[src/rtl/core/cspp_ram.sv]
// Generic single-port RAM with a registered read.
module cspp_ram #(
   parameter int WIDTH = 8,
   parameter int DEPTH = 256
) (
   input  logic                     clock,
   input  logic                     we,
   input  logic [$clog2(DEPTH)-1:0] addr,
   input  logic [WIDTH-1:0]         wdata,
   output logic [WIDTH-1:0]         rdata
);

   logic [WIDTH-1:0] mem_ff [DEPTH];
   logic [WIDTH-1:0] rdata_ff;

   always_ff @(posedge clock) begin
      if (we) begin
         mem_ff[addr] <= wdata;
      end
      rdata_ff <= mem_ff[addr];
   end

   assign rdata = rdata_ff;

endmodule

[config.mk]
export PLATFORM = sky130hd
export DESIGN_NAME = cspp_ram
export DESIGN_NICKNAME = d
export VERILOG_FILES = /design/src/rtl/core/cspp_ram.sv
export SDC_FILE = /design/constraint.sdc
export NUM_CORES = 2
export LEC_CHECK = 0
export ABC_CLOCK_PERIOD_IN_PS = 4600
export BUFFER_PORTS_ARGS = -buffer_cell sky130_fd_sc_hd__buf_2
export CORE_MARGIN = 4
export CORE_UTILIZATION = 39
export CTS_CLUSTER_DIAMETER = 40
export DETAILED_ROUTE_END_ITERATION = 8
export GPL_ROUTABILITY_DRIVEN = 0
export GPL_TIMING_DRIVEN = 0
export PLACE_DENSITY = 0.57
export RECOVER_POWER = 25
export SLEW_MARGIN = 0
export SYNTH_ARGS = -nofsm -noshare
export SYNTH_HDL_FRONTEND = slang
export SYNTH_SLANG_ARGS = --single-unit
[constraint.sdc]
create_clock -name clock -period 4.6 [get_ports clock]
set_input_delay 0.46 -clock clock [delete_from_list [all_inputs] [get_ports clock]]
set_output_delay 0.46 -clock clock [all_outputs]
set_load 0.02 [all_outputs]
==> results.toml <==
[setup_path]
path_common_cell = "clkbuf_1"
cp_slowest_stage_delay_ns = 1.25
crit_slowest_cell = "o41ai_1"
critPathCaptureType = "flip-flop"
criticalPathCategory = "input port to flip-flop"
crit_chain = "buf_2 -> clkbuf_1 -> clkbuf_1 -> mux4_2 -> a22oi_1 -> a21oi_1 -> o41ai_1 -> nand4_1"
startpoint_type = "input port"
required_ns = 5.15
cp_max_fo = 10
arrival_ns = 5.35

[status]
failed_checks = "max-capacitance violations, max-slew violations, negative setup slack"
status = "complete, but fails checks"

[layout]
drive_gt1_share_pct = 27.1
register_area_um2 = 61700
final_common_cell = "edfxtp_1"
multi_input_area_um2 = 15800
nets = 3912
area_growth_pct = 17.7
fin_util_pct = 46.2
final_cell_mix = "edfxtp_1 (2048), mux4_2 (512), clkbuf_16 (313)"
nFillCells = 16600

[clock_network]
post_cts_buffers = 0
htree_levels = 5
clock_latency_ns = 0.92
cts.sinks = 2056
cts_tree = "built"
cts_buffers = 304
root_buffer = "clkbuf_16"
clk_pin_slew_ns = 0.06
max-clock-path-buffers = 4

[power]
swShare_pct = 21.5
cellPowerDensity_nw_per_um2 = 493
p_leak_nw = 28.3
p_clk_share_pct = 50.4
p_int_w = 0.0358
p_switching_w = 0.00979
peakVddDrop_uv = 382
power_frac_seq_pct = 45.5
p_comb_share_pct = 4.2

[logic_synthesis]
synth-xor-area-share_pct = 0
yosysWarnings = 0
synth.area.mux_share_pct = 14.7
synth_compound_area_share_pct = 3.62
yosysSeqAreaShare_pct = 78.6
ys_seq_elements = 2056
syn_area_per_cell_um2 = 22.1
synth-simple-area-share_pct = 1.73
syn_nets = 3565
synthAdderAreaFrac_pct = 0
netlist_area_um2 = 78500
synth_top_family_by_area = "multiplexers"
netlist-cell-type-count = 22
syn-instance-count = 3547

[sta]
setup_viol = 1
finalCritPeriodShare_pct = 104
rsz0062_at_grt = "no"
hold_ws_ns = 0.397
hold_viol = 0
fin_worst_skew_ns = 0.0449
slew_headroom_pct = -193
tightest_slew_ns = 4.40
drv_slew = 963
timing.final.ws_setup_ns = -0.205
finalSetupTns_ns = -0.205
max_freq_mhz = 208
post-route-min-period_ns = 4.80

[hold_path]
min_path_type = "input port to flip-flop"

[grt]
grt_max_degree = 159
top_usage_layer = "met2"
grt_util_met1_pct = 28.0
grt.met2_usage_pct = 32.3
gr-usage-all-layers_pct = 20.6
grt_pass1_wl_um = 305000
grt_pass1_vias = 39800
grt_util_met3_pct = 4.97
antenna_found_initial = 10
overflow = 0

[floorplan]
initial_core_util_pct = 39.3
core_area_um2 = 200000
placementRows = 164
fp.dieW_um = 457
die_area_um2 = 209000
die_h_um = 457
io_pins = 26

[detailed_routing]
ant_nets = 0
post_drt_wl_per_cell_um = 32.1
drt-total-wl_um = 217000
via_count = 39300
drtIter0Drc = 5307
drcViolationCount = 0
drtPass1Iterations = 5
routed_via_density = 5.80

[placement]
io_buffer_count = 21
dpl.hpwl_um = 140000

[run]
cap_violations = 9
[routing by layer]
layer,routed length (µm),up-vias
met5,0,-
met4,9370,0
met3,18000,469
met2,102000,1883
met1,87800,21100
li1,-,15900
[worst max-delay path: cells and delay by family]
kind | cells | cell delay (ns)
compound gates | 3 | 2.06
buf+inv | 3 | 1.70
mux | 1 | 0.45
simple gates | 1 | 0.63
[cells in the mapped netlist, drive strengths merged]
master  instances  share of area [%]
nand2b          6              0.048
nor3           30               0.19
or3             1             0.0080
a21oi         128               0.82
a22oi         256                2.4
nor2          232                1.1
nand2          28               0.13
edfxtp       2048                 78
inv             1             0.0048
buf            87               0.70
mux4          512                 15
clkbuf        145               0.69
dfxtp           8               0.20
o41ai          32               0.36
and2            3              0.024
or2             2              0.016
nand3          13              0.083
nor2b           7              0.056
nand4           8              0.064
[path summary, 6_finish.rpt]
| check | startpoint | endpoint | slack, ns | depth (start not counted) |
|---|---|---|---|---|
| worst min-delay path | addr[7] | mem_ff[3][6] | 0.40 | 4 |
| worst max register to register | mem_ff[190][0] | rdata[0] | 0.68 | 5 |
| worst max-delay path | addr[1] | rdata[0] | -0.20 | 8 |
| worst min register to register | mem_ff[101][5] | rdata[5] | 1.22 | 5 |
[sequential cells by signal, summed over array words and instances, names as in the netlist]
name / count
mem_ff: 2048
rdata: 8
[what timing repair did]
| item | CTS | global route |
|---|---|---|
| hold buffers | 4 | 0 |
| endpoints found under the setup margin | 5 | 3 |
| pin swaps | 0 | 0 |
| resized for setup | 2 | 3 |
| hold endpoints to repair | 73 | 0 |
[through the flow]
stage / setup slack [ns] / std cells / instance area, µm² / power, W
final: -0.205 / 6777 / 92400 / 0.0456
after global routing: 0.0890 / 6770 / 92400 / 0.0468
after CTS: 0.0229 / 6766 / 92500 / 0.0458
after detailed placement: -1.05 / 6237 / 82400 / 0.0230
after global placement: -1.24 / 6224 / 81900 / 0.0230
after floorplan: 1.92 / 3547 / 78500 / 0.0220
[logic make-up (layout without fill, tap and decap cells)]
group	after synthesis	in the layout
other	0	8
AND/OR/NAND/NOR	330	330
AO/OA/AOI/OAI	416	416
multiplexers	512	512
flip-flops	2056	2056
buffers and inverters	233	799
[power groups by stage]
stage / Clock, W / Combinational (W) / Sequential, W
2_1_floorplan: 0 / 0.000918 / 0.0211
4_1_cts: 0.0232 / 0.00193 / 0.0207
5_1_grt: 0.0241 / 0.00199 / 0.0207
6_report: 0.0229 / 0.00191 / 0.0207
3_3_place_gp: 0 / 0.00185 / 0.0211
3_5_place_dp: 0 / 0.00192 / 0.0211
[layout make-up]
class	instances	share of cell area, %
diodes	8	0.0217
plain buffers	232	1.21
repair buffers	41	0.458
multi-input cells	1258	17.1
clock buffers	342	8.60
well taps	2656	3.60
clock inverters	183	2.25
flip-flops and latches	2056	66.7
inverters	1	0.00406
Power figures use the tool's default switching activity.
