**src/rtl/core/cspp_pkg.sv**
```systemverilog
// Shared types and constants for the 65816 stack push and pull unit.
package cspp_pkg;

   localparam int STACK_BYTES_DEFAULT = 65536;

   localparam logic [15:0] SP_RESET    = 16'h01FF;
   localparam logic [15:0] SP_INC      = 16'h0001;
   localparam logic [15:0] SP_DEC      = 16'hFFFF;
   localparam logic [15:0] PER_BIAS    = 16'h0003;
   localparam logic [7:0]  EMU_FORCE   = 8'h30;
   localparam logic [7:0]  NZ_CLEAR    = 8'h7D;
   localparam logic [7:0]  FLAG_N      = 8'h80;
   localparam logic [7:0]  FLAG_Z      = 8'h02;
   localparam int          INDEX_BIT   = 4;

   localparam logic [1:0]  STEP_ONE    = 2'd1;
   localparam logic [1:0]  STEP_TWO    = 2'd2;
   localparam logic [1:0]  STEP_THREE  = 2'd3;

   typedef enum logic [3:0] {
      OP_PHA = 4'd0,
      OP_PHB = 4'd1,
      OP_PHD = 4'd2,
      OP_PHK = 4'd3,
      OP_PHP = 4'd4,
      OP_PHX = 4'd5,
      OP_PHY = 4'd6,
      OP_PLA = 4'd7,
      OP_PLB = 4'd8,
      OP_PLD = 4'd9,
      OP_PLP = 4'd10,
      OP_PLX = 4'd11,
      OP_PLY = 4'd12,
      OP_PEA = 4'd13,
      OP_PEI = 4'd14,
      OP_PER = 4'd15
   } op_type;

   typedef struct packed {
      op_type      req_type;
      logic        wide;
      logic [15:0] push_value;
      logic [23:0] program_counter;
      logic        emulation_mode;
      logic [7:0]  status_in;
   } req_item_type;

   typedef struct packed {
      logic [15:0] pulled_value;
      logic [7:0]  status_out;
      logic        truncate_index;
      logic [15:0] stack_pointer_out;
      logic [1:0]  pc_step;
   } rsp_item_type;

endpackage

```
**src/rtl/core/cspp_seq.sv**
```systemverilog
// Sequencer, stack pointer and shared pointer adder of the stack unit.
module cspp_seq
   import cspp_pkg::*;
#(
   parameter int STACK_BYTES = STACK_BYTES_DEFAULT
) (
   input  logic                           clock,
   input  logic                           reset,
   input  logic                           in_valid,
   output logic                           in_ready,
   input  req_item_type                   in_item,
   output logic                           res_valid,
   input  logic                           res_take,
   output rsp_item_type                   res_item,
   output logic                           ram_we,
   output logic [$clog2(STACK_BYTES)-1:0] ram_addr,
   output logic [7:0]                     ram_wdata,
   input  logic [7:0]                     ram_rdata
);

   localparam int AW = $clog2(STACK_BYTES);

   typedef enum logic [4:0] {
      S_IDLE = 5'b00001,
      S_PUSH = 5'b00010,
      S_PULL = 5'b00100,
      S_PCAP = 5'b01000,
      S_DONE = 5'b10000
   } state_type;

   state_type    state_ff, state_in;
   logic [15:0]  sp_ff, sp_in;
   logic         second_ff, second_in;
   logic         is_push_ff, is_push_in;
   logic         is_word_ff, is_word_in;
   req_item_type item_ff, item_in;
   logic [15:0]  data_ff, data_in;
   logic [7:0]   lo_ff, lo_in;
   logic [7:0]   hi_ff, hi_in;

   logic         accept;
   logic         new_push;
   logic         new_word;
   logic [15:0]  new_data;
   logic [15:0]  sp_sum;
   logic [15:0]  pulled;
   logic         neg;
   logic         zero;
   logic [7:0]   nz_status;
   logic [7:0]   plp_status;

   assign accept = in_valid && in_ready;

   always_comb begin
      new_push = 1'b1;
      new_word = 1'b0;
      new_data = in_item.push_value;
      unique case (in_item.req_type)
         OP_PHA, OP_PHX, OP_PHY: begin
            new_word = in_item.wide;
         end
         OP_PHB: begin
            new_word = 1'b0;
         end
         OP_PHD, OP_PEA, OP_PEI: begin
            new_word = 1'b1;
         end
         OP_PHK: begin
            new_data = {8'h00, in_item.program_counter[23:16]};
         end
         OP_PHP: begin
            new_data = {8'h00, in_item.status_in};
         end
         OP_PLA, OP_PLX, OP_PLY: begin
            new_push = 1'b0;
            new_word = in_item.wide;
         end
         OP_PLB, OP_PLP: begin
            new_push = 1'b0;
         end
         OP_PLD: begin
            new_push = 1'b0;
            new_word = 1'b1;
         end
         OP_PER: begin
            new_word = 1'b1;
            new_data = in_item.program_counter[15:0] + in_item.push_value + PER_BIAS;
         end
         default: begin
            new_push = 1'b1;
         end
      endcase
   end

   assign sp_sum = sp_ff + (is_push_ff ? SP_DEC : SP_INC);

   always_comb begin
      state_in   = state_ff;
      sp_in      = sp_ff;
      second_in  = second_ff;
      is_push_in = is_push_ff;
      is_word_in = is_word_ff;
      item_in    = item_ff;
      data_in    = data_ff;
      lo_in      = lo_ff;
      hi_in      = hi_ff;
      ram_we     = 1'b0;
      ram_addr   = sp_ff[AW-1:0];
      ram_wdata  = data_ff[7:0];
      unique case (state_ff)
         S_IDLE: begin
            if (accept) begin
               item_in    = in_item;
               data_in    = new_data;
               is_push_in = new_push;
               is_word_in = new_word;
               second_in  = 1'b0;
               lo_in      = 8'h00;
               hi_in      = 8'h00;
               state_in   = new_push ? S_PUSH : S_PULL;
            end
         end
         S_PUSH: begin
            ram_we    = 1'b1;
            ram_wdata = (is_word_ff && !second_ff) ? data_ff[15:8] : data_ff[7:0];
            sp_in     = sp_sum;
            if (is_word_ff && !second_ff) begin
               second_in = 1'b1;
            end else begin
               state_in = S_DONE;
            end
         end
         S_PULL: begin
            ram_addr = sp_sum[AW-1:0];
            sp_in    = sp_sum;
            state_in = S_PCAP;
         end
         S_PCAP: begin
            if (!second_ff) begin
               lo_in = ram_rdata;
            end else begin
               hi_in = ram_rdata;
            end
            if (is_word_ff && !second_ff) begin
               second_in = 1'b1;
               state_in  = S_PULL;
            end else begin
               state_in = S_DONE;
            end
         end
         S_DONE: begin
            if (res_take) begin
               state_in = S_IDLE;
            end
         end
         default: begin
            state_in = S_IDLE;
         end
      endcase
   end

   always_ff @(posedge clock) begin
      if (reset) begin
         state_ff <= S_IDLE;
         sp_ff    <= SP_RESET;
      end else begin
         state_ff <= state_in;
         sp_ff    <= sp_in;
      end
      second_ff  <= second_in;
      is_push_ff <= is_push_in;
      is_word_ff <= is_word_in;
      item_ff    <= item_in;
      data_ff    <= data_in;
      lo_ff      <= lo_in;
      hi_ff      <= hi_in;
   end

   assign pulled     = is_word_ff ? {hi_ff, lo_ff} : {8'h00, lo_ff};
   assign neg        = is_word_ff ? pulled[15] : pulled[7];
   assign zero       = (pulled == 16'h0000);
   assign nz_status  = (item_ff.status_in & NZ_CLEAR) | (neg ? FLAG_N : 8'h00)
                       | (zero ? FLAG_Z : 8'h00);
   assign plp_status = lo_ff | (item_ff.emulation_mode ? EMU_FORCE : 8'h00);

   always_comb begin
      res_item.pulled_value      = is_push_ff ? 16'h0000 : pulled;
      res_item.stack_pointer_out = sp_ff;
      res_item.truncate_index    = 1'b0;
      res_item.status_out        = item_ff.status_in;
      res_item.pc_step           = STEP_ONE;
      unique case (item_ff.req_type)
         OP_PLA, OP_PLB, OP_PLD, OP_PLX, OP_PLY: begin
            res_item.status_out = nz_status;
         end
         OP_PLP: begin
            res_item.status_out     = plp_status;
            res_item.truncate_index = plp_status[INDEX_BIT];
         end
         OP_PEA, OP_PER: begin
            res_item.pc_step = STEP_THREE;
         end
         OP_PEI: begin
            res_item.pc_step = STEP_TWO;
         end
         default: begin
            res_item.pc_step = STEP_ONE;
         end
      endcase
   end

   assign in_ready  = (state_ff == S_IDLE);
   assign res_valid = (state_ff == S_DONE);

endmodule

```
**config.mk**
```make
export PLATFORM = sky130hd
export DESIGN_NAME = cspp_seq
export DESIGN_NICKNAME = d
export VERILOG_FILES = /design/src/rtl/core/cspp_pkg.sv /design/src/rtl/core/cspp_seq.sv
export SDC_FILE = /design/constraint.sdc
export NUM_CORES = 1
export LEC_CHECK = 0
export BUFFER_PORTS_ARGS = -buffer_cell sky130_fd_sc_hd__buf_2
export CORE_ASPECT_RATIO = 0.7
export CORE_MARGIN = 4
export CORE_UTILIZATION = 54
export CTS_CLUSTER_DIAMETER = 200
export DETAILED_ROUTE_END_ITERATION = 8
export PLACE_DENSITY = 0.84
export SYNTH_ARGS = -nofsm -noshare
export SYNTH_HDL_FRONTEND = slang
export SYNTH_SLANG_ARGS = --single-unit
```
**constraint.sdc**
```tcl
create_clock -name clock -period 3.7 [get_ports clock]
set_clock_uncertainty 0.2 [all_clocks]
set_input_delay 0.37 -clock clock [delete_from_list [all_inputs] [get_ports clock]]
set_output_delay 0.37 -clock clock [all_outputs]
set_load 0.01 [all_outputs]
```
==> results.rst, run 1 <==
.. list-table::
   :header-rows: 1

   * - Metric
     - Value
   * - Kind of launch point of the worst setup path
     - register
   * - Top-Level Pins
     - 136
   * - Startpoint of the most critical hold path
     - in_item[0]
   * - Yosys reg bits
     - 69
   * - Number of H-tree levels
     - 3
   * - Via count
     - 5,167
   * - Setup violators final
     - 0
   * - Weighted congestion reported at the end of routability-driven placement
     - 0.9357
   * - Fin. Hold Viols
     - 0
   * - Number of enable flip-flop cells after synthesis
     - 48
   * - Worst hold path type
     - input port to register
   * - Horiz. Die Dim
     - 125.2 µm
   * - Area Growth Syn to Fin
     - 21.15%
   * - Distinct cells, synth
     - 60
   * - Total clock sinks
     - 69
   * - First-pass GRT wire length
     - 23.43 mm
   * - Portion of total power attributed to sequential cells
     - 0.378
   * - Final critical path time including I/O delays and setup
     - 3.359 ns
   * - Antenna Violating Nets Remaining
     - 0
   * - Slew Limit Headroom
     - 0.4494
   * - Most instantiated library cell after synthesis
     - sky130_fd_sc_hd__nand2_1
   * - Status
     - complete, no violations
   * - Leading register cell type out of synthesis
     - sky130_fd_sc_hd__edfxtp_1
   * - Setup TNS
     - 0 ns
   * - Ratio of total power to cell area
     - 426.8 nW/µm²
   * - Cell area after placement
     - 5969 µm²
   * - DR DRC count
     - 0
   * - GR Util All Layers
     - 0.2500
   * - Reported max-cap violation count
     - 0
   * - Part of the Yosys area used for sequential elements
     - 0.3588
   * - First DRT Iteration DRCs
     - 383
   * - Root Buffer
     - sky130_fd_sc_hd__clkbuf_16
   * - Skew-Pair Late Insertion Delay
     - 0.34 ns
   * - Total global routing overflow
     - 0
   * - Number of antenna diodes
     - 0
   * - Detailed placer's ending HPWL
     - 11.19 mm
   * - Fraction of layout cells with a size suffix above 1
     - 0.2404
   * - Maximum frequency from static timing analysis
     - 0.2977 GHz
   * - Category of the worst setup path capture point
     - output port
   * - Die Ht
     - 90.02 µm
   * - Number of buffers inserted during clock tree synthesis
     - 9
   * - Worst IR drop on VDD
     - 0.0003444 V
   * - Critical path data required time
     - 3.13 ns
   * - Number of buffers inserted by port buffering
     - 135
   * - Clock Tree Buf Depth
     - 2
   * - Overall die area
     - 11,270 µm²
   * - Worst reg2reg startpoint
     - sp_ff[0]$_SDFFE_PP1P_
   * - Synthesized cell area
     - 5189 µm²
   * - Ranking of synthesized cells by instance count
     - sky130_fd_sc_hd__nand2_1, sky130_fd_sc_hd__edfxtp_1, sky130_fd_sc_hd__ha_1, sky130_fd_sc_hd__o21ai_0, sky130_fd_sc_hd__a21oi_1
   * - Num rows
     - 29
   * - Pins over their slew limit
     - 0
   * - Clock tree from TritonCTS
     - done
   * - Setup repair after global routing missed its margin
     - false
   * - Portion of the clock cycle consumed by the worst path in the final layout
     - 0.9078
   * - Tightest Pin Transition
     - 0.8259 ns
   * - Reg clk slew, reported paths
     - 0.06 ns
   * - Proportion of netlist area held by the largest area contributor
     - 0.2778
   * - Summed area of non-filler cells in the final layout
     - 6286 µm²
   * - Type of the setup path with the least slack
     - register to output port
   * - Syn nets
     - 704
   * - Final #Nets
     - 838
   * - Reported leakage power
     - 0.002867 µW
   * - Synth top area cells
     - sky130_fd_sc_hd__edfxtp_1, sky130_fd_sc_hd__ha_1, sky130_fd_sc_hd__dfxtp_1
   * - Average via count per standard cell
     - 6.036
   * - Power dissipated by switching net loads
     - 928.3 µW
   * - Router iterations before antenna repair
     - 5
   * - Vias in the first global route
     - 4,925
   * - Post-Synthesis Cells
     - 593
   * - WP data arrival
     - 2.79 ns
   * - Wirelength, routed
     - 14.39 mm
   * - Maximum net fanout on the critical path
     - 5
   * - Largest net degree at the start of global routing
     - 33
   * - Clock network power share
     - 0.305
   * - Number of antenna violations at the first check in global routing
     - 1
   * - Warning count from the yosys run
     - 0
   * - Combinational cell fraction of total power
     - 0.317
   * - Number of filler cells placed in the layout
     - 739
   * - Sw Share
     - 0.3460
   * - Post-detailed-route wirelength per cell
     - 16.81 µm
   * - Crit path from
     - sp_ff[0]$_SDFFE_PP1P_
   * - Cell internal power dissipation
     - 1755 µW
   * - Fraction of synthesis flops using an asynchronous set or reset pin
     - 0
   * - Area inside the core boundary
     - 9216 µm²
   * - Post-synthesis cell type with the largest combined area
     - sky130_fd_sc_hd__edfxtp_1
   * - Effective utilization at floorplan
     - 0.5630
   * - Avg Cell Area, Syn
     - 8.750 µm²
## layer usage
layer | wire length (µm) | vias to the layer above | global-route usage | share of wire
met5 | 7 | - | 0 | 0.00049
met4 | 263 | 2 | 0.06679 | 0.018
met3 | 1204 | 26 | 0.07524 | 0.084
met2 | 6644 | 256 | 0.3980 | 0.46
met1 | 6270 | 2397 | 0.3326 | 0.44
li1 | - | 2486 | - | -
## power by group through the flow
stage               sequential (µW)  combinational [µW]  clock (µW)
floorplan                      1020                 563           0
global placement               1020                 797           0
detailed placement             1030                 827           0
CTS                            1020                 833         829
global route                   1020                 942         866
finish                         1010                 850         819
## placed cells by master (no fill, tap or decap), types with 11 or more instances in the layout
| cell | count |
|---|---|
| sky130_fd_sc_hd__ha_1 | 43 |
| sky130_fd_sc_hd__nand2_1 | 77 |
| sky130_fd_sc_hd__nor3_1 | 18 |
| sky130_fd_sc_hd__and2_1 | 21 |
| sky130_fd_sc_hd__nor2_1 | 34 |
| sky130_fd_sc_hd__o211ai_1 | 13 |
| sky130_fd_sc_hd__nand3_1 | 24 |
| sky130_fd_sc_hd__edfxtp_1 | 48 |
| sky130_fd_sc_hd__buf_2 | 135 |
| sky130_fd_sc_hd__inv_1 | 24 |
| sky130_fd_sc_hd__a21oi_1 | 40 |
| sky130_fd_sc_hd__a21o_1 | 11 |
| sky130_fd_sc_hd__nor2b_1 | 18 |
| sky130_fd_sc_hd__dfxtp_1 | 21 |
| sky130_fd_sc_hd__xnor2_1 | 12 |
| sky130_fd_sc_hd__o21ai_0 | 43 |
## state kept, by name, summed over array words and instances, names as in the netlist
register    flops
data_ff        16
sp_ff          16
item_ff        13
hi_ff           8
lo_ff           8
state_ff        5
is_push_ff      1
is_word_ff      1
second_ff       1
## worst max-delay path, cell delays in order, from the launching register on
cell                       delay [ns]
sky130_fd_sc_hd__dfxtp_1         0.46
sky130_fd_sc_hd__inv_1           0.14
sky130_fd_sc_hd__fa_1            0.46
sky130_fd_sc_hd__nor2b_1         0.19
sky130_fd_sc_hd__o31a_1          0.21
sky130_fd_sc_hd__a31oi_1         0.18
sky130_fd_sc_hd__o311ai_1        0.36
sky130_fd_sc_hd__xnor2_1         0.11
sky130_fd_sc_hd__o21ai_0         0.17
sky130_fd_sc_hd__buf_2           0.16
## stage by stage
step | hold slack, ns | worst slack [ns] | util | std cells | power (µW)
2_1_floorplan | 0.2689 | 0.5043 | - | 593 | 1579
3_3_place_gp | 0.2848 | 0.6337 | 0.6477 | 836 | 1822
3_5_place_dp | 0.2936 | 0.4864 | 0.6477 | 836 | 1858
4_1_cts | 0.01759 | 0.1114 | 0.6796 | 853 | 2678
5_1_grt | 0.01246 | 0.009032 | 0.6821 | 856 | 2833
6_report | 0.02532 | 0.3411 | 0.6821 | 856 | 2683
## final cells by class
cell class	count	area, µm²	share of cell area
tap	124	155.1	0.02468
sequential	69	1862	0.2962
clock inverter	7	58.81	0.009355
timing repair buffer	144	745.7	0.1186
clock buffer	9	225.2	0.03583
inverter	24	90.09	0.01433
multi-input combinational	479	3149	0.5010
## cell families after synthesis
logic type / share of synthesized area
simple gates: 0.2329
compound gates: 0.2033
flops: 0.3588
fa+ha+maj: 0.1133
buf+inv: 0.03424
xor+xnor: 0.03376
mux: 0.02363
## repair_timing
action,CTS,global route
endpoints found under the setup margin,0,2
gates resized for setup,0,2
hold buffers,1,0
hold endpoints to repair,1,0
setup buffers,0,3
## final timing paths
kind	endpoint	slack (ns)	cells after the start
worst max register to register	sp_ff[14]$_SDFFE_PP0P_	0.90	8
worst min register to register	sp_ff[9]$_SDFFE_PP0P_	0.30	2
worst min-delay path	item_ff[0]$_DFFE_PP_	0.03	1
worst max-delay path	ram_addr[14]	0.34	9
No activity file was read; power rests on OpenSTA's default activity.
==> inputs of run 2 (changes only) <==
--- a/config.mk
+++ b/config.mk
@@ -5,6 +5,7 @@
 export SDC_FILE = /design/constraint.sdc
 export NUM_CORES = 1
 export LEC_CHECK = 0
+export ABC_AREA = 1
 export BUFFER_PORTS_ARGS = -buffer_cell sky130_fd_sc_hd__buf_2
 export CORE_ASPECT_RATIO = 0.7
 export CORE_MARGIN = 4
@@ -12,6 +13,7 @@
 export CTS_CLUSTER_DIAMETER = 200
 export DETAILED_ROUTE_END_ITERATION = 8
 export PLACE_DENSITY = 0.84
+export SLEW_MARGIN = 25
 export SYNTH_ARGS = -nofsm -noshare
 export SYNTH_HDL_FRONTEND = slang
 export SYNTH_SLANG_ARGS = --single-unit
==> results.rst, run 2 <==
.. list-table::
   :header-rows: 1

   * - Metric
     - Value
   * - DR DRC count
     - 0 (unchanged)
   * - Skew-Pair Late Insertion Delay
     - 0.33 ns (was 0.34 ns)
   * - Clock Tree Buf Depth
     - 2 (unchanged)
   * - Status
     - complete, no violations (unchanged)
   * - Router iterations before antenna repair
     - 7 (was 5)
   * - Worst reg2reg endpoint
     - sp_ff[8]$_SDFFE_PP1P_ (was sp_ff[14]$_SDFFE_PP0P_)
   * - Area inside the core boundary
     - 9647 µm² (was 9216 µm²)
   * - Via count
     - 5,334 (was 5,167)
   * - Avg Cell Area, Syn
     - 6.785 µm² (was 8.750 µm²)
   * - Die Ht
     - 91.10 µm (was 90.02 µm)
   * - Detailed placer's ending HPWL
     - 10.97 mm (was 11.19 mm)
   * - Antenna Violating Nets Remaining
     - 0 (unchanged)
   * - Total global routing overflow
     - 0 (unchanged)
   * - Ratio of total power to cell area
     - 432.1 nW/µm² (was 426.8 nW/µm²)
   * - Average via count per standard cell
     - 5.066 (was 6.036)
   * - Fraction of layout cells with a size suffix above 1
     - 0.1859 (was 0.2404)
   * - Part of the Yosys area used for sequential elements
     - 0.3495 (was 0.3588)
   * - Num rows
     - 30 (was 29)
   * - Biggest regs
     - data_ff x16, sp_ff x16, item_ff x13 (unchanged)
   * - Depth of the most critical reg-to-reg path
     - 9 (was 8)
   * - Number of buffers inserted by port buffering
     - 135 (unchanged)
   * - First DRT Iteration DRCs
     - 389 (was 383)
   * - Startpoint of the most critical hold path
     - in_item[8] (was in_item[0])
   * - Ranking of synthesized cells by instance count
     - sky130_fd_sc_hd__nand2_1, sky130_fd_sc_hd__inv_1, sky130_fd_sc_hd__nor2_1, sky130_fd_sc_hd__nand3_1, sky130_fd_sc_hd__edfxtp_1 (was sky130_fd_sc_hd__nand2_1, sky130_fd_sc_hd__edfxtp_1, sky130_fd_sc_hd__ha_1, sky130_fd_sc_hd__o21ai_0, sky130_fd_sc_hd__a21oi_1)
   * - Type of the setup path with the least slack
     - register to output port (unchanged)
   * - Most instantiated library cell after synthesis
     - sky130_fd_sc_hd__nand2_1 (unchanged)
   * - Worst hold path type
     - input port to register (unchanged)
   * - Final #Nets
     - 1,031 (was 838)
   * - Portion of the clock cycle consumed by the worst path in the final layout
     - 0.8767 (was 0.9078)
   * - Maximum frequency from static timing analysis
     - 0.3083 GHz (was 0.2977 GHz)
   * - Reported max-cap violation count
     - 0 (unchanged)
   * - Category of the worst setup path capture point
     - output port (unchanged)
   * - Number of antenna diodes
     - 0 (unchanged)
   * - Distinct cells, synth
     - 38 (was 60)
   * - Worst hold path endpoint
     - item_ff[8]$_DFFE_PP_ (was item_ff[0]$_DFFE_PP_)
   * - Total clock sinks
     - 69 (unchanged)
   * - Final critical path time including I/O delays and setup
     - 3.244 ns (was 3.359 ns)
   * - Smallest hold slack
     - 0.02187 ns (was 0.02532 ns)
   * - Number of buffers inserted during clock tree synthesis
     - 9 (unchanged)
   * - Syn nets
     - 896 (was 704)
   * - Proportion of netlist area held by the largest area contributor
     - 0.2706 (was 0.2778)
   * - Synthesized cell area
     - 5326 µm² (was 5189 µm²)
   * - Worst IR drop on VDD
     - 0.0003590 V (was 0.0003444 V)
   * - Synth top area cells
     - sky130_fd_sc_hd__edfxtp_1, sky130_fd_sc_hd__nand2_1, sky130_fd_sc_hd__ha_1 (was sky130_fd_sc_hd__edfxtp_1, sky130_fd_sc_hd__ha_1, sky130_fd_sc_hd__dfxtp_1)
   * - Synth Area in Adders
     - 0.1085 (was 0.1133)
   * - Clock tree from TritonCTS
     - done (unchanged)
   * - Number of enable flip-flop cells after synthesis
     - 48 (unchanged)
   * - Flop-to-flop setup slack
     - 1.13 ns (was 0.90 ns)
   * - Yosys reg bits
     - 69 (unchanged)
   * - Setup fix buffers added after clock tree synthesis
     - 0 (unchanged)
   * - WP data arrival
     - 2.67 ns (was 2.79 ns)
   * - Post-cts resize count
     - 0 (unchanged)
   * - Setup TNS
     - 0 ns (unchanged)
   * - Reg clk slew, reported paths
     - 0.06 ns (about the same)
   * - First-pass GRT wire length
     - 22.17 mm (was 23.43 mm)
   * - Number of filler cells placed in the layout
     - 885 (was 739)
   * - Mux contribution to synthesized area
     - 0 (was 0.02363)
   * - Worst reg2reg startpoint
     - is_push_ff$_DFFE_PP_ (was sp_ff[0]$_SDFFE_PP1P_)
   * - Effective utilization at floorplan
     - 0.5521 (was 0.5630)
   * - GR Util All Layers
     - 0.2358 (was 0.2500)
   * - Slew Limit Headroom
     - 0.4895 (was 0.4494)
   * - Compound-Gate Fraction of Synth Area
     - 0.05896 (was 0.2033)
   * - Root Buffer
     - sky130_fd_sc_hd__clkbuf_16 (unchanged)
   * - Setup violators final
     - 0 (unchanged)
   * - Number of antenna violations at the first check in global routing
     - 0 (was 1)
   * - Overall die area
     - 11,540 µm² (was 11,270 µm²)
   * - Simple-gate area share of the yosys netlist
     - 0.3608 (was 0.2329)
   * - Horiz. Die Dim
     - 126.7 µm (was 125.2 µm)
   * - Commonest cells after routing, fill and taps aside
     - sky130_fd_sc_hd__nand2_1, sky130_fd_sc_hd__buf_2, sky130_fd_sc_hd__inv_1 (was sky130_fd_sc_hd__buf_2, sky130_fd_sc_hd__nand2_1, sky130_fd_sc_hd__edfxtp_1)
   * - Dominant combinational cell family by area after synthesis
     - simple AND/OR/NAND/NOR gates (unchanged)
   * - Fraction of synthesis flops using an asynchronous set or reset pin
     - 0 (unchanged)
   * - Area Growth Syn to Fin
     - 20.62% (was 21.15%)
   * - Number of buffers inserted for hold repair after clock tree synthesis
     - 0 (was 1)
   * - Fin. Hold Viols
     - 0 (unchanged)
   * - Critical path data required time
     - 3.13 ns (about the same)
   * - Maximum net fanout on the critical path
     - 18 (was 5)
   * - Number of H-tree levels
     - 3 (unchanged)
   * - Instance count along the most critical hold path
     - 1 (unchanged)
   * - Warning count from the yosys run
     - 0 (unchanged)
   * - Top-Level Pins
     - 136 (unchanged)
   * - Largest net degree at the start of global routing
     - 29 (was 33)
   * - Post-synthesis cell type with the largest combined area
     - sky130_fd_sc_hd__edfxtp_1 (unchanged)
   * - Tightest Pin Transition
     - 0.7658 ns (was 0.8259 ns)
   * - Weighted congestion reported at the end of routability-driven placement
     - 0.9179 (was 0.9357)
   * - Post-detailed-route wirelength per cell
     - 12.97 µm (was 16.81 µm)
   * - Wirelength, routed
     - 13.66 mm (was 14.39 mm)
   * - Vias in the first global route
     - 4,699 (was 4,925)
   * - Most common library cell in the layout ignoring fill and taps
     - sky130_fd_sc_hd__nand2_1 (was sky130_fd_sc_hd__buf_2)
   * - Setup repair after global routing missed its margin
     - false (unchanged)
   * - Leading register cell type out of synthesis
     - sky130_fd_sc_hd__edfxtp_1 (unchanged)
   * - Post-Synthesis Cells
     - 785 (was 593)
   * - Pins over their slew limit
     - 0 (unchanged)
   * - Synth Area in XOR/XNOR
     - 0.01644 (was 0.03376)
   * - Kind of launch point of the worst setup path
     - register (unchanged)
   * - Reported leakage power
     - 0.003660 µW (was 0.002867 µW)
run 2: cell types whose count changed after synthesis, sizes merged, moves of 15 or more:
cell / delta
clkbuf: -15
o21ai: -27
inv: +107
and2: -20
nor2: +32
nand2: +232
nor2b: -18
nand3: +27
run 2: through the flow:
step / worst slack [ns] / total power, µW / instance area (µm²) / utilization / std cells
finish: 0.4561 / 2776 / 6425 / 0.6660 / 1053
floorplan: 0.8072 / 1603 / 5326 / - / 785
global placement: 0.9033 / 1852 / 6108 / 0.6332 / 1037
CTS: 0.4438 / 2783 / 6425 / 0.6660 / 1053
global route: 0.2912 / 2950 / 6425 / 0.6660 / 1053
detailed placement: 0.8252 / 1871 / 6108 / 0.6332 / 1037
run 2: critical path, stage by stage, from the launching register on:
cell and delay (ns):
sky130_fd_sc_hd__edfxtp_1 0.81, sky130_fd_sc_hd__inv_1 0.13, sky130_fd_sc_hd__fa_1 0.43, sky130_fd_sc_hd__inv_1 0.10, sky130_fd_sc_hd__nand3_1 0.09, sky130_fd_sc_hd__nand3_1 0.15, sky130_fd_sc_hd__a21oi_1 0.09, sky130_fd_sc_hd__or2_2 0.29
sky130_fd_sc_hd__nand3_1 0.07, sky130_fd_sc_hd__nand2_1 0.05, sky130_fd_sc_hd__buf_2 0.13
run 2: how the worst max path moves through the flow:
stage	startpoint	to	slack, ns
2_1_floorplan	is_push_ff$_DFFE_PP_	ram_addr[8]	0.81
3_3_place_gp	is_push_ff$_DFFE_PP_	ram_addr[15]	0.90
3_5_place_dp	is_push_ff$_DFFE_PP_	ram_addr[8]	0.83
4_1_cts	is_push_ff$_DFFE_PP_	ram_addr[8]	0.44
5_1_grt	is_push_ff$_DFFE_PP_	ram_addr[15]	0.29
6_report	is_push_ff$_DFFE_PP_	ram_addr[8]	0.46
run 2: cell families after synthesis:
logic type / after synthesis
xor gates and xnor gates: 10
AOI/OAI and AO/OA: 57
and+or+nand+nor: 460
buffers and inverters: 144
adders and majority gates: 45
DFF: 69
run 2: report_power, final:
group | internal (µW) | switching [µW]
registers | 947 | 57.3
clock network | 589 | 320
logic | 313 | 550
run 2: area by class of cell:
type                       count  area, µm²  share of cell area
clock buffer                  10      229.0             0.03564
clock inverter                 6      87.58             0.01363
inverter                     131      491.7             0.07653
multi-input combinational    572       2904              0.4520
sequential                    69       1862              0.2898
tap                          128      160.2             0.02493
timing repair buffer         137      690.7              0.1075
run 2: per-layer routing:
layer	vias up	GRT usage	share of wire
met5	-	0	0
met4	0	0.05179	0.012
met3	17	0.04115	0.076
met2	190	0.3662	0.44
met1	2356	0.3445	0.47
li1	2771	-	-
==> inputs of run 3 (changes only) <==
--- a/config.mk
+++ b/config.mk
@@ -13,6 +13,7 @@
 export CTS_CLUSTER_DIAMETER = 200
 export DETAILED_ROUTE_END_ITERATION = 8
 export PLACE_DENSITY = 0.84
+export REMOVE_ABC_BUFFERS = 1
 export SLEW_MARGIN = 25
 export SYNTH_ARGS = -nofsm -noshare
 export SYNTH_HDL_FRONTEND = slang
==> results.rst, run 3 (same netlist as run 2, synthesis figures left out) <==
.. list-table::
   :header-rows: 1

   * - Metric
     - Value
   * - Status
     - complete, no violations (unchanged)
   * - Top-Level Pins
     - 136 (unchanged)
   * - Area inside the core boundary
     - 9647 µm² (unchanged)
   * - Worst hold path endpoint
     - item_ff[8]$_DFFE_PP_ (unchanged)
   * - GR Util All Layers
     - 0.2343 (was 0.2358)
   * - Effective utilization at floorplan
     - 0.5521 (unchanged)
   * - Metal1 wirelength
     - 6.427 mm (was 6.478 mm)
   * - Number of H-tree levels
     - 3 (unchanged)
   * - Category of cells accounting for the largest share of critical-path delay
     - flip-flops (unchanged)
   * - Non-filler instance count after layout
     - 1,053 (unchanged)
   * - Portion of the clock cycle consumed by the worst path in the final layout
     - 0.8698 (was 0.8767)
   * - Number of buffers inserted during clock tree synthesis
     - 9 (unchanged)
   * - First DRT Iteration DRCs
     - 415 (was 389)
   * - First-pass GRT wire length
     - 22.05 mm (was 22.17 mm)
   * - Critical path data required time
     - 3.13 ns (about the same)
   * - Post-cts resize count
     - 0 (unchanged)
   * - Router iterations before antenna repair
     - 5 (was 7)
   * - Highest cell delay on the worst timing path
     - 0.78 ns (was 0.81 ns)
   * - Number of buffers inserted by port buffering
     - 135 (unchanged)
   * - Fraction of layout cells with a size suffix above 1
     - 0.1870 (was 0.1859)
   * - Final critical path time including I/O delays and setup
     - 3.218 ns (was 3.244 ns)
   * - Reported leakage power
     - 0.003649 µW (was 0.003660 µW)
   * - Ratio of total power to cell area
     - 423.6 nW/µm² (was 432.1 nW/µm²)
   * - Startpoint of the most critical hold path
     - in_item[8] (unchanged)
   * - Via count
     - 5,259 (was 5,334)
   * - Detailed placer's ending HPWL
     - 10.73 mm (was 10.97 mm)
   * - Commonest cells after routing, fill and taps aside
     - sky130_fd_sc_hd__nand2_1, sky130_fd_sc_hd__buf_2, sky130_fd_sc_hd__inv_1 (unchanged)
   * - Root Buffer
     - sky130_fd_sc_hd__clkbuf_16 (unchanged)
   * - Fin. Hold Viols
     - 0 (unchanged)
   * - Skew-Pair Late Insertion Delay
     - 0.33 ns (about the same)
   * - Number of buffer and inverter stages on the critical path
     - 3 (unchanged)
   * - Setup TNS
     - 0 ns (unchanged)
   * - Flop-to-flop setup slack
     - 1.17 ns (was 1.13 ns)
   * - Clock tree from TritonCTS
     - done (unchanged)
   * - Met2 WL post-DR
     - 5.999 mm (was 5.966 mm)
   * - Reg clk slew, reported paths
     - 0.06 ns (about the same)
   * - Biggest regs
     - data_ff x16, sp_ff x16, item_ff x13 (unchanged)
   * - Crit-path slowest cell
     - sky130_fd_sc_hd__edfxtp_1 (unchanged)
   * - Category of the worst setup path capture point
     - output port (unchanged)
   * - Final #Nets
     - 1,031 (unchanged)
   * - Highest signal layer in the routed design
     - met4 (unchanged)
   * - Total global routing overflow
     - 0 (unchanged)
   * - Post-detailed-route wirelength per cell
     - 12.97 µm (about the same)
   * - Worst reg2reg startpoint
     - is_push_ff$_DFFE_PP_ (unchanged)
   * - Most frequent cell on the critical path
     - sky130_fd_sc_hd__nand3_1 (unchanged)
   * - Antenna Violating Nets Remaining
     - 0 (unchanged)
   * - Worst hold path type
     - input port to register (unchanged)
   * - Type of the setup path with the least slack
     - register to output port (unchanged)
   * - DP Cell Count
     - 1,037 (unchanged)
   * - Setup fix buffers added after clock tree synthesis
     - 0 (unchanged)
   * - Worst reg2reg endpoint
     - sp_ff[8]$_SDFFE_PP1P_ (unchanged)
   * - Number of antenna violations at the first check in global routing
     - 0 (unchanged)
   * - Reported max-cap violation count
     - 0 (unchanged)
   * - Die Ht
     - 91.10 µm (unchanged)
   * - Number of antenna diodes
     - 0 (unchanged)
   * - Instance count along the most critical hold path
     - 1 (unchanged)
   * - Total clock sinks
     - 69 (unchanged)
   * - Maximum frequency from static timing analysis
     - 0.3107 GHz (was 0.3083 GHz)
   * - Weighted congestion reported at the end of routability-driven placement
     - 0.8977 (was 0.9179)
   * - Average via count per standard cell
     - 4.994 (was 5.066)
   * - DR DRC count
     - 0 (unchanged)
   * - Overall die area
     - 11,540 µm² (unchanged)
   * - Maximum net fanout on the critical path
     - 17 (was 18)
   * - Vias in the first global route
     - 4,681 (was 4,699)
   * - Worst IR drop on VDD
     - 0.0002632 V (was 0.0003590 V)
   * - Sum of met3 wire segment lengths after detailed routing
     - 1.076 mm (was 1.043 mm)
   * - Kind of launch point of the worst setup path
     - register (unchanged)
   * - Clock Tree Buf Depth
     - 2 (unchanged)
   * - Setup violators final
     - 0 (unchanged)
   * - Smallest hold slack
     - 0.01769 ns (was 0.02187 ns)
   * - Largest net degree at the start of global routing
     - 33 (was 29)
   * - Slew Limit Headroom
     - 0.4356 (was 0.4895)
   * - Number of buffers inserted for hold repair after clock tree synthesis
     - 0 (unchanged)
   * - Most common library cell in the layout ignoring fill and taps
     - sky130_fd_sc_hd__nand2_1 (unchanged)
   * - Horiz. Die Dim
     - 126.7 µm (unchanged)
   * - Worst-path cell chain
     - inv_1 -> fa_1 -> inv_1 -> nand3_1 -> nand3_1 -> a21oi_1 -> or2_2 -> nand3_1 -> nand2_1 -> buf_2 (unchanged)
   * - Setup repair after global routing missed its margin
     - false (unchanged)
   * - Pins over their slew limit
     - 0 (unchanged)
   * - Wirelength, routed
     - 13.65 mm (was 13.66 mm)
   * - Area Growth Syn to Fin
     - 20.30% (was 20.62%)
   * - Number of filler cells placed in the layout
     - 840 (was 885)
   * - Depth of the most critical reg-to-reg path
     - 9 (unchanged)
   * - WP data arrival
     - 2.65 ns (was 2.67 ns)
   * - Tightest Pin Transition
     - 0.8466 ns (was 0.7658 ns)
   * - Num rows
     - 30 (unchanged)
[run 3: stage by stage]
step,setup slack [ns],utilization,cell area [µm²],total power [µW]
5_1_grt,0.3023,0.6642,6407,2890
6_report,0.4818,0.6642,6407,2714
3_5_place_dp,0.9014,0.6332,6108,1865
3_3_place_gp,0.9409,0.6332,6108,1844
2_1_floorplan,1.003,-,5255,1595
4_1_cts,0.5344,0.6642,6407,2722
[run 3: worst max-delay path by stage]
stage	start	endpoint	slack, ns	cells after the start
CTS	is_push_ff$_DFFE_PP_	ram_addr[8]	0.53	10
finish	is_push_ff$_DFFE_PP_	ram_addr[8]	0.48	10
global placement	is_push_ff$_DFFE_PP_	ram_addr[15]	0.94	11
detailed placement	is_push_ff$_DFFE_PP_	ram_addr[8]	0.90	10
floorplan	state_ff[2]$_SDFFE_PP0P_	data_ff[0]$_DFFE_PP_	1.00	3
global route	is_push_ff$_DFFE_PP_	ram_addr[12]	0.30	12
[run 3: final cells by class]
type                            count  area (µm²)  share of cell area
Inverter                          131       491.7             0.07674
Multi-Input combinational cell    572        2904              0.4532
Clock buffer                        9       225.2             0.03515
Tap cell                          128       160.2             0.02500
Timing Repair Buffer              137       690.7              0.1078
Sequential cell                    69        1862              0.2906
Clock inverter                      7       73.82             0.01152
[run 3: power by group]
part	internal (µW)	total [µW]	switching, µW
combinational	313	860	548
sequential	947	1000	54.8
clock	522	852	329
[run 3: layer usage]
layer	GRT usage	vias up
li1	-	2755
met1	0.3326	2282
met2	0.3666	209
met3	0.04409	13
met4	0.06429	0
met5	0	-
